[src/rtl/core/dtbp_pkg.sv]
// ----------------------------------------------------------------------------
// dtbp_pkg
// Shared types and constants of the dual touch button press classifier.
// ----------------------------------------------------------------------------
package dtbp_pkg;

  localparam int unsigned TimeBitsDef = 32;
  localparam int unsigned CfgIdxW     = 4;
  localparam int unsigned CfgDataW    = 16;

  // configuration register indexes
  localparam logic [CfgIdxW-1:0] CfgPressThr   = 4'd0;
  localparam logic [CfgIdxW-1:0] CfgReleaseThr = 4'd1;
  localparam logic [CfgIdxW-1:0] CfgDebounce   = 4'd2;
  localparam logic [CfgIdxW-1:0] CfgLongPress  = 4'd3;

  // configuration reset values
  localparam logic [7:0]  PressThrRst   = 8'd70;
  localparam logic [7:0]  ReleaseThrRst = 8'd50;
  localparam logic [15:0] DebounceRst   = 16'd40;
  localparam logic [15:0] LongPressRst  = 16'd800;

  // button event codes
  localparam logic [1:0] EvNone  = 2'd0;
  localparam logic [1:0] EvShort = 2'd1;
  localparam logic [1:0] EvLong  = 2'd2;

  typedef struct packed {
    logic [7:0]  level_a;
    logic [7:0]  level_b;
    logic [31:0] now_ms;
  } in_t;

  typedef struct packed {
    logic [1:0] event_a;
    logic [1:0] event_b;
    logic       reset_request;
  } out_t;

  typedef struct packed {
    logic [7:0]  press_threshold;
    logic [7:0]  release_threshold;
    logic [15:0] debounce_ms;
    logic [15:0] long_press_ms;
  } cfg_t;

endpackage

[src/rtl/core/dual_touch_button_press_classifier.sv]
// ----------------------------------------------------------------------------
// dual_touch_button_press_classifier
// Debounces two touch levels and classifies short and long presses.
// ----------------------------------------------------------------------------
// path: the input beat passes the input register, then the result register;
//   the button state updates as the beat moves between them
// throughput: one beat per cycle, ready stays high while the result is taken
// reset: all button state cleared, registers back to 70 / 50 / 40 / 800
module dual_touch_button_press_classifier #(
  parameter int unsigned TIME_BITS = dtbp_pkg::TimeBitsDef
) (
  input  logic                          clk_i,
  input  logic                          rst_ni,
  input  logic                          in_valid_i,
  output logic                          in_ready_o,
  input  dtbp_pkg::in_t                 in_data_i,
  output logic                          out_valid_o,
  input  logic                          out_ready_i,
  output dtbp_pkg::out_t                out_data_o,
  input  logic                          cfg_valid_i,
  output logic                          cfg_ready_o,
  input  logic [dtbp_pkg::CfgIdxW-1:0]  cfg_index_i,
  input  logic [dtbp_pkg::CfgDataW-1:0] cfg_data_i
);
  import dtbp_pkg::*;

  cfg_t                 cfg;
  logic                 in_valid_q;
  in_t                  in_data_q;
  logic                 out_valid_q;
  out_t                 out_data_q, out_data_d;
  logic                 advance;
  logic [TIME_BITS-1:0] now;
  logic                 long_a, long_b;

  assign advance    = in_valid_q && (!out_valid_q || out_ready_i);
  assign in_ready_o = !in_valid_q || advance;
  assign now        = TIME_BITS'(in_data_q.now_ms);

  dtbp_cfg u_cfg (
    .clk_i       (clk_i),
    .rst_ni      (rst_ni),
    .cfg_valid_i (cfg_valid_i),
    .cfg_ready_o (cfg_ready_o),
    .cfg_index_i (cfg_index_i),
    .cfg_data_i  (cfg_data_i),
    .cfg_o       (cfg)
  );

  dtbp_button #(.TIME_BITS(TIME_BITS)) u_button_a (
    .clk_i   (clk_i),
    .rst_ni  (rst_ni),
    .step_i  (advance),
    .level_i (in_data_q.level_a),
    .now_i   (now),
    .cfg_i   (cfg),
    .event_o (out_data_d.event_a),
    .long_o  (long_a)
  );

  dtbp_button #(.TIME_BITS(TIME_BITS)) u_button_b (
    .clk_i   (clk_i),
    .rst_ni  (rst_ni),
    .step_i  (advance),
    .level_i (in_data_q.level_b),
    .now_i   (now),
    .cfg_i   (cfg),
    .event_o (out_data_d.event_b),
    .long_o  (long_b)
  );

  assign out_data_d.reset_request = long_a && long_b;

  always_ff @(posedge clk_i or negedge rst_ni) begin
    if (!rst_ni) begin
      in_valid_q  <= 1'b0;
      out_valid_q <= 1'b0;
    end else begin
      if (in_ready_o) begin
        in_valid_q <= in_valid_i;
      end
      if (advance) begin
        out_valid_q <= 1'b1;
      end else if (out_ready_i) begin
        out_valid_q <= 1'b0;
      end
    end
  end

  always_ff @(posedge clk_i) begin
    if (in_ready_o && in_valid_i) begin
      in_data_q <= in_data_i;
    end
    if (advance) begin
      out_data_q <= out_data_d;
    end
  end

  assign out_valid_o = out_valid_q;
  assign out_data_o  = out_data_q;

endmodule

[src/rtl/core/dtbp_cfg.sv]
// ----------------------------------------------------------------------------
// dtbp_cfg
// Configuration register file: thresholds and timing limits.
// ----------------------------------------------------------------------------
module dtbp_cfg (
  input  logic                          clk_i,
  input  logic                          rst_ni,
  input  logic                          cfg_valid_i,
  output logic                          cfg_ready_o,
  input  logic [dtbp_pkg::CfgIdxW-1:0]  cfg_index_i,
  input  logic [dtbp_pkg::CfgDataW-1:0] cfg_data_i,
  output dtbp_pkg::cfg_t                cfg_o
);
  import dtbp_pkg::*;

  cfg_t cfg_q, cfg_d;

  assign cfg_ready_o = 1'b1;
  assign cfg_o       = cfg_q;

  always_comb begin
    cfg_d = cfg_q;
    if (cfg_valid_i) begin
      unique case (cfg_index_i)
        CfgPressThr:   cfg_d.press_threshold   = cfg_data_i[7:0];
        CfgReleaseThr: cfg_d.release_threshold = cfg_data_i[7:0];
        CfgDebounce:   cfg_d.debounce_ms       = cfg_data_i;
        CfgLongPress:  cfg_d.long_press_ms     = cfg_data_i;
        default:       cfg_d = cfg_q;  // unknown index, write dropped
      endcase
    end
  end

  always_ff @(posedge clk_i or negedge rst_ni) begin
    if (!rst_ni) begin
      cfg_q.press_threshold   <= PressThrRst;
      cfg_q.release_threshold <= ReleaseThrRst;
      cfg_q.debounce_ms       <= DebounceRst;
      cfg_q.long_press_ms     <= LongPressRst;
    end else begin
      cfg_q <= cfg_d;
    end
  end

endmodule

[src/rtl/core/dtbp_button.sv]
// ----------------------------------------------------------------------------
// dtbp_button
// One button: debounce stage followed by the short/long press stage.
// ----------------------------------------------------------------------------
module dtbp_button #(
  parameter int unsigned TIME_BITS = dtbp_pkg::TimeBitsDef
) (
  input  logic                 clk_i,
  input  logic                 rst_ni,
  input  logic                 step_i,
  input  logic [7:0]           level_i,
  input  logic [TIME_BITS-1:0] now_i,
  input  dtbp_pkg::cfg_t       cfg_i,
  output logic [1:0]           event_o,
  output logic                 long_o
);
  import dtbp_pkg::*;

  logic                 touched_q, touched_d;
  logic                 pressed_q, pressed_d;
  logic                 active_q, active_d;
  logic                 long_q, long_d;
  logic [TIME_BITS-1:0] touch_start_q, touch_start_d;
  logic [TIME_BITS-1:0] hold_start_q, hold_start_d;
  logic [TIME_BITS-1:0] touch_elapsed, hold_base, hold_elapsed;
  logic                 below, above;
  logic [1:0]           event_d;

  assign below         = level_i < cfg_i.press_threshold;
  assign above         = level_i > cfg_i.release_threshold;
  assign touch_elapsed = now_i - touch_start_q;
  // a fresh hold starts now, so its elapsed time is zero
  assign hold_base     = active_q ? hold_start_q : now_i;
  assign hold_elapsed  = now_i - hold_base;

  always_comb begin
    touched_d     = touched_q;
    pressed_d     = pressed_q;
    active_d      = active_q;
    long_d        = long_q;
    touch_start_d = touch_start_q;
    hold_start_d  = hold_start_q;
    event_d       = EvNone;

    // debounce
    if (!touched_q && below) begin
      touched_d     = 1'b1;
      touch_start_d = now_i;
    end else if (touched_q && below) begin
      if (touch_elapsed >= TIME_BITS'(cfg_i.debounce_ms)) begin
        pressed_d = 1'b1;
      end
    end else if (above) begin
      touched_d = 1'b0;
      pressed_d = 1'b0;
    end

    // press classification
    if (pressed_d) begin
      if (!active_q) begin
        active_d     = 1'b1;
        hold_start_d = now_i;
      end
      if (hold_elapsed > TIME_BITS'(cfg_i.long_press_ms) && !long_q) begin
        long_d  = 1'b1;
        event_d = EvLong;
      end
    end else if (active_q) begin
      if (long_q) begin
        long_d = 1'b0;
      end else begin
        event_d = EvShort;
      end
      active_d = 1'b0;
    end
  end

  assign event_o = event_d;
  assign long_o  = long_d;

  always_ff @(posedge clk_i or negedge rst_ni) begin
    if (!rst_ni) begin
      touched_q     <= 1'b0;
      pressed_q     <= 1'b0;
      active_q      <= 1'b0;
      long_q        <= 1'b0;
      touch_start_q <= '0;
      hold_start_q  <= '0;
    end else if (step_i) begin
      touched_q     <= touched_d;
      pressed_q     <= pressed_d;
      active_q      <= active_d;
      long_q        <= long_d;
      touch_start_q <= touch_start_d;
      hold_start_q  <= hold_start_d;
    end
  end

endmodule

[config.mk]
export PLATFORM = sky130hd
export DESIGN_NAME = dual_touch_button_press_classifier
export DESIGN_NICKNAME = d
export VERILOG_FILES = /design/src/rtl/core/dtbp_pkg.sv /design/src/rtl/core/dual_touch_button_press_classifier.sv /design/src/rtl/core/dtbp_cfg.sv /design/src/rtl/core/dtbp_button.sv
export SDC_FILE = /design/constraint.sdc
export NUM_CORES = 1
export LEC_CHECK = 0
export ABC_CLOCK_PERIOD_IN_PS = 8560
export BUFFER_PORTS_ARGS = -buffer_cell sky130_fd_sc_hd__buf_2
export CORE_AREA = 2 2 220 222
export DETAILED_ROUTE_END_ITERATION = 10
export DIE_AREA = 0 0 222 224
export HOLD_SLACK_MARGIN = 0.12
export PLACE_DENSITY = 0.59
export SYNTH_ARGS = -nofsm -noshare
export SYNTH_HDL_FRONTEND = slang
export SYNTH_SLANG_ARGS = --single-unit
[constraint.sdc]
create_clock -name clk_i -period 8.56 [get_ports clk_i]
set_input_delay 1.712 -clock clk_i [delete_from_list [all_inputs] [get_ports clk_i]]
set_output_delay 1.712 -clock clk_i [all_outputs]
set_load 0.1 [all_outputs]
# Word level (Yosys, flattened, before mapping)
# Cells that the tools add are included.
[classes] add_sub_neg=4 n_lt_le_gt_ge=8 n_eq_ne=5 muxes=34 reduce_logical=31
[ops] op="32-bit subtractor" n=4
[ops] op="32-bit by 16-bit greater-or-equal comparator with 1-bit output" n=2
[ops] op="32-bit by 16-bit greater-than comparator with 1-bit output" n=2
[ops] op="32-bit 2-to-1 mux" n=2
[ops] op="1-bit 2-to-1 mux" n=26
[ops] op="8-bit greater-than comparator" n=2
[ops] op="8-bit less-than comparator" n=2
[ops] op="2-bit AND reduction" n=8
[ops] op="2-bit 2-to-1 mux" n=6
[ops] op="1-bit logical AND" n=9
[ops] op="4-bit by 2-bit == test with 1-bit output (second input constant)" n=2
[ops] op="1-bit zero test" n=6
[ops] op="3-bit AND reduction" n=2
[ops] op="2-bit nonzero test" n=3
[ops] op="4-bit by 1-bit == test with 1-bit output (second input constant)" n=1
[ops] op="4-bit zero test" n=1
[ops] op="2-bit by 1-bit != test with 1-bit output (second input constant)" n=2
[ops] op="1-bit logical OR" n=2
[totals] reg_bits=239 inputBits=73 out_inout_bits=8 elab_cells=106

# Logic depth before layout (Yosys ltp)
[depth] depth_word=7 mapped_depth=26 ltp_nobuf=24

# Cells and area by module
# From an unflattened synthesis, not the netlist that was laid out.
[unflattened] hier_cells=2102 hier_area_um2=20004.2
[modules_own_cells] mod="dtbp_button at u_button_b" instances=1 cells_each=1018 area_each_um2=8454.4 seq_area_each_um2=1676.6
[modules_own_cells] mod="dtbp_button at u_button_a" instances=1 cells_each=914 area_each_um2=7935.1 seq_area_each_um2=1676.6
[modules_own_cells] mod="dtbp_cfg" instances=1 cells_each=108 area_each_um2=1913.1 seq_area_each_um2=1214.9
[modules_own_cells] mod="dual_touch_button_press_classifier" instances=1 cells_each=62 area_each_um2=1701.6 seq_area_each_um2=1641.6

# Least setup slack after synthesis
# Ideal clock, no wire load.
[synth_timing] kind="register -> register" from="register u_button_b.active_q" to="register out_data_q, in the netlist out_data_o[0] (data pin)" setup_ns=0.272 t_arrival_ns=5.141 t_required_ns=8.288 slack_ns=3.147 path_stages_with_launch=24 n_path_buf=2 period_less_slack_ns=5.413 cell_sequence="dfrtp_1 > clkbuf_1 > clkbuf_1 > mux2i_1 > ha_1 > nor2b_1 > o31a_1 > o21a_1 > o311ai_0 > a31oi_1 > o21a_1 > nor2_1 > xnor2_1 > ha_1 > a21oi_1 > o21ai_0 > nand2b_1 > o31a_1 > a211o_1 > a2111oi_0 > nand4_1 > nor4_1 > a21oi_1 > a2bb2oi_1"
[synth_rtl] element="from (decl)" line="dtbp_button.sv:21" text="logic active_q, active_d;"
[synth_rtl] element="from (signal assigned)" line="dtbp_button.sv:92" text="active_q <= active_d;"
[synth_rtl] element="to (signal assigned)" line="dual_touch_button_press_classifier.sv:95" text="out_data_q <= out_data_d;"
[synth_rtl] element="to (decl)" line="dual_touch_button_press_classifier.sv:31" text="out_t out_data_q, out_data_d;"

==> results.md <==
* DRC Markers at 0
* Ports at 81
* Sequential power share at 0.222
* Worst vdd ir at between 150 and 200 uV
* Hold path start: u_button_a.hold_start_q[29]
* Setup-failing EPs final at 0
* Sw Ratio at 0.462
* Ranking of synthesized cells by area: dfrtp_1 (23%), ha_1 (15%), edfxtp_1 (8.5%)
* Status: finished clean
* Layout Utilization at 0.440
* Switching power at about 3.7 mW
* Syn Area/Cell at 8.80 sq um
* DRT Wirelength at between 50000 and 60000 um
* Sequential element share of the synthesized area at 0.332
* First-pass GRT wire length at approximately 86000 um
* Yosys reg bits at roughly 240
* Complex-gate fraction of the synthesized area at 0.214
* Synth Area in XOR/XNOR at 0.0398
* Async SR Flop Fraction at 0.776
* Vias in the first global route at approximately 15000
* Leak Pwr at just over 9 nW
* Die width at 222 um
* Final ANT Viol Nets at 0
* PwrDens at 382 nW/um^2
* Most frequent cell after synthesis: nand2_1
* Max-cap violation count at 0
* Cts hold-fix bufs at 0
* Die height at 224 um
* Antenna cells at 0
* TritonCTS clock tree: built
* Fmax at 0.152 GHz
* Ys flop type: dfrtp_1
* Core Region at 47300 sq um
* Layout net count at approximately 2500
* Net Count, Synth at between 2000 and 2500
* Post-CTS Setup Inserts at 0
* Yosys top cell area share at 0.231
* Final Max Slew Viols at 0
* Via-per-instance ratio at 5.62
* Fin crit period at 6.60 ns
* RSZ-0062 raised after global routing: no
* GRT overflow at 0
* Total Routing Usage GR at 0.218
* DP Wirelength at 42100 um
* Synth Area in Adders at 0.150
* Clock slew at reported path FFs at approximately 0.060 ns
* Critical path class: register to register
* GP Congestion at slightly above 0.9
* Post-synth EDFFs at 53
* Clock Tree Buf Depth at 3
* Initial core utilization at 0.395
* Routed vias at ~16000
* Share of cells above drive strength 1 at 0.111
* Final Cycle Share at 0.771
* Synth unique cells at a little over 80
* Combinational share of power at 0.609
* Area Overhead vs Synth at 11.3%
* Reg-to-Reg Start: u_button_a.active_q
* Largest family of logic cells by synthesized area: compound AO/OA/AOI/OAI gates
* Post-synthesis mux area share at 0.0754
* Drt pass-1 iters at 6
* Root buffer cell: clkbuf_16
* Initial antenna violation count at 1
* WP data arrival at ~6.9 ns
* Fillers at around 4700
* Tightest Pin Transition at between 1 and 1.5 ns
* # rows at 80
* Startpoint Class: register
* Wire per inst at 19.1 um
* Leading area contributor after synthesis: dfrtp_1
* Clock share of power at 0.169
* DRT iter0 DRCs at between 1000 and 1500
* Top cells by count, synth: nand2_1 (232), ha_1 (218), o21ai_0 (216), dfrtp_1 (173), a21oi_1 (162)
* Setup TNS Final at 0 ns
* Crit end category: register
* Worst skew pair latency at slightly above 0.6 ns
* Post-Synthesis Cells at 2127
* P_int at between 4 and 5 mW
* Post-CTS Resized at 0
* Worst Path Max Fanout at 37
* Die ar. at 49700 sq um
* Largest net degree at the start of global routing at 70
* Number of synthesis warnings at 0
* PortBufs at just under 80
* Simple-gate share of the synthesized area at 0.142
* CTS Buf Count at 30
* Mapped Area at roughly 19000 sq um
* Power consumption at 7.96 mW
* Hold Vio Cnt, Final at 0
* Htree depth at 1
* Max Clock Skew at around 0.042 ns
* Worst endpoint required time at between 8 and 9 ns
* Clock Sinks at between 200 and 250
* Worst Setup SP: u_button_a.active_q
* Worst hold-check path type: register to register
* Max_slew headroom at 0.312
## worst max-delay path: stages (launching register included)
cell       delay (ns)
dfrtp_2          1.03
nand2_1          0.09
o21ai_0          0.15
ha_1             0.21
inv_1            0.06
fa_1             0.40
a21oi_1          0.20
o22ai_1          0.17
o21ai_0          0.32
o21a_1           0.19
o21ai_0          0.13
xor2_1           0.18
ha_1             0.29
nand4_1          0.14
nor4_1           0.55
o221ai_1         0.23
a2111oi_0        0.40
o2111ai_1        0.18
nor4_1           0.33
nand4_1          0.14
o41ai_1          0.80
a2bb2oi_1        0.14
## sequential cells by signal (all words and copies together) (netlist names)
signal and flops:
u_cfg.cfg_o 48, u_button_a.long_q 1, in_data_q 16, u_button_a.active_q 1, u_button_b.active_q 1, u_button_b.touched_q 1
u_button_a.touched_q 1, u_button_a.touch_start_q 32, u_button_b.long_q 1, u_button_a.hold_start_q 32, u_button_b.hold_start_q 32, in_valid_q 1
now 32, out_data_o 5, u_button_b.touch_start_q 32, out_valid_o 1
## power groups by stage
stage                     sequential (mW)  clock (mW)  combinational, mW
after CTS                            1.77        1.39               4.82
after floorplan                      1.72           0               3.69
after global routing                 1.82        1.43               5.47
after detailed placement             1.79           0               4.78
after global placement               1.77           0               4.72
final                                1.77        1.35               4.84
## stage by stage
stage / setup slack [ns] / std cells / hold slack, ns / instance area (sq um)
floorplan: 3.15 / 2127 / 0.449 / 18700
global placement: 2.13 / 2767 / 0.460 / 19800
detailed placement: 2.02 / 2767 / 0.470 / 19800
CTS: 2.00 / 2823 / 0.483 / 20800
global route: 1.18 / 2823 / 0.504 / 20800
finish: 1.96 / 2823 / 0.482 / 20800
## cell families (layout without fill, tap and decap cells)
kind of cell    count (synthesis)  in the layout
buf+inv                       230            311
compound gates                644            644
simple gates                  575            575
fa+ha+maj                     222            222
mux                           133            133
other cells                     1              1
flops                         237            237
xor+xnor                       85             85
## metal layers
layer	vias to the layer above	global-route usage	part of all wire
li1	7881	-	-
met5	-	0	0
met3	90	0.0232	0.038
met1	7566	0.298	0.47
met2	339	0.361	0.46
met4	0	0.0706	0.032
## path summary, 6_finish.rpt
path / endpoint / slack [ns] / cells past startpoint
max in group asynchronous: u_button_b.touch_start_q[22] / 6.12 / 2
hold / removal: u_button_a.hold_start_q[29] / 0.48 / 2
hold reg to reg: u_button_a.hold_start_q[29] / 0.48 / 2
setup / recovery: out_data_o[0] / 1.96 / 21
min in group asynchronous: u_button_b.hold_start_q[2] / 1.13 / 1
setup reg to reg: out_data_o[0] / 1.96 / 21
## final cells by class
type                       instances  area, sq um  share of cell area
clock inverter                    15          176             0.00847
tap                              615          769              0.0369
inverter                         155          582              0.0279
timing repair buffer             100          562              0.0270
clock buffer                      41          886              0.0425
sequential                       237         6210               0.298
multi-input combinational       1660        11600               0.559
## cell usage in the layout (no fill, tap or decap), types with 6 or more instances in the layout
| master | instances |
|---|---|
| a2111oi_0 | 9 |
| a211oi_1 | 23 |
| a21o_1 | 38 |
| a21oi_1 | 162 |
| a31oi_1 | 18 |
| and2_1 | 8 |
| and3_1 | 7 |
| buf_2 | 78 |
| buf_4 | 21 |
| clkbuf_16 | 33 |
| dfrtp_1 | 171 |
| dfstp_2 | 11 |
| edfxtp_1 | 53 |
| ha_1 | 218 |
| inv_1 | 155 |
| mux2_2 | 62 |
| mux2i_1 | 69 |
| nand2_1 | 231 |
| nand2b_1 | 28 |
| nand3_1 | 40 |
| nand4_1 | 38 |
| nor2_1 | 131 |
| nor2b_1 | 17 |
| nor3_1 | 28 |
| nor4_1 | 8 |
| o2111ai_1 | 12 |
| o211ai_1 | 16 |
| o21a_1 | 19 |
| o21ai_0 | 216 |
| o21bai_1 | 11 |
| o22ai_1 | 10 |
| o31ai_1 | 40 |
| o41ai_1 | 6 |
| or3_1 | 12 |
| xnor2_1 | 55 |
| xor2_1 | 30 |
Note: power is estimated with default switching activity, not from simulation.
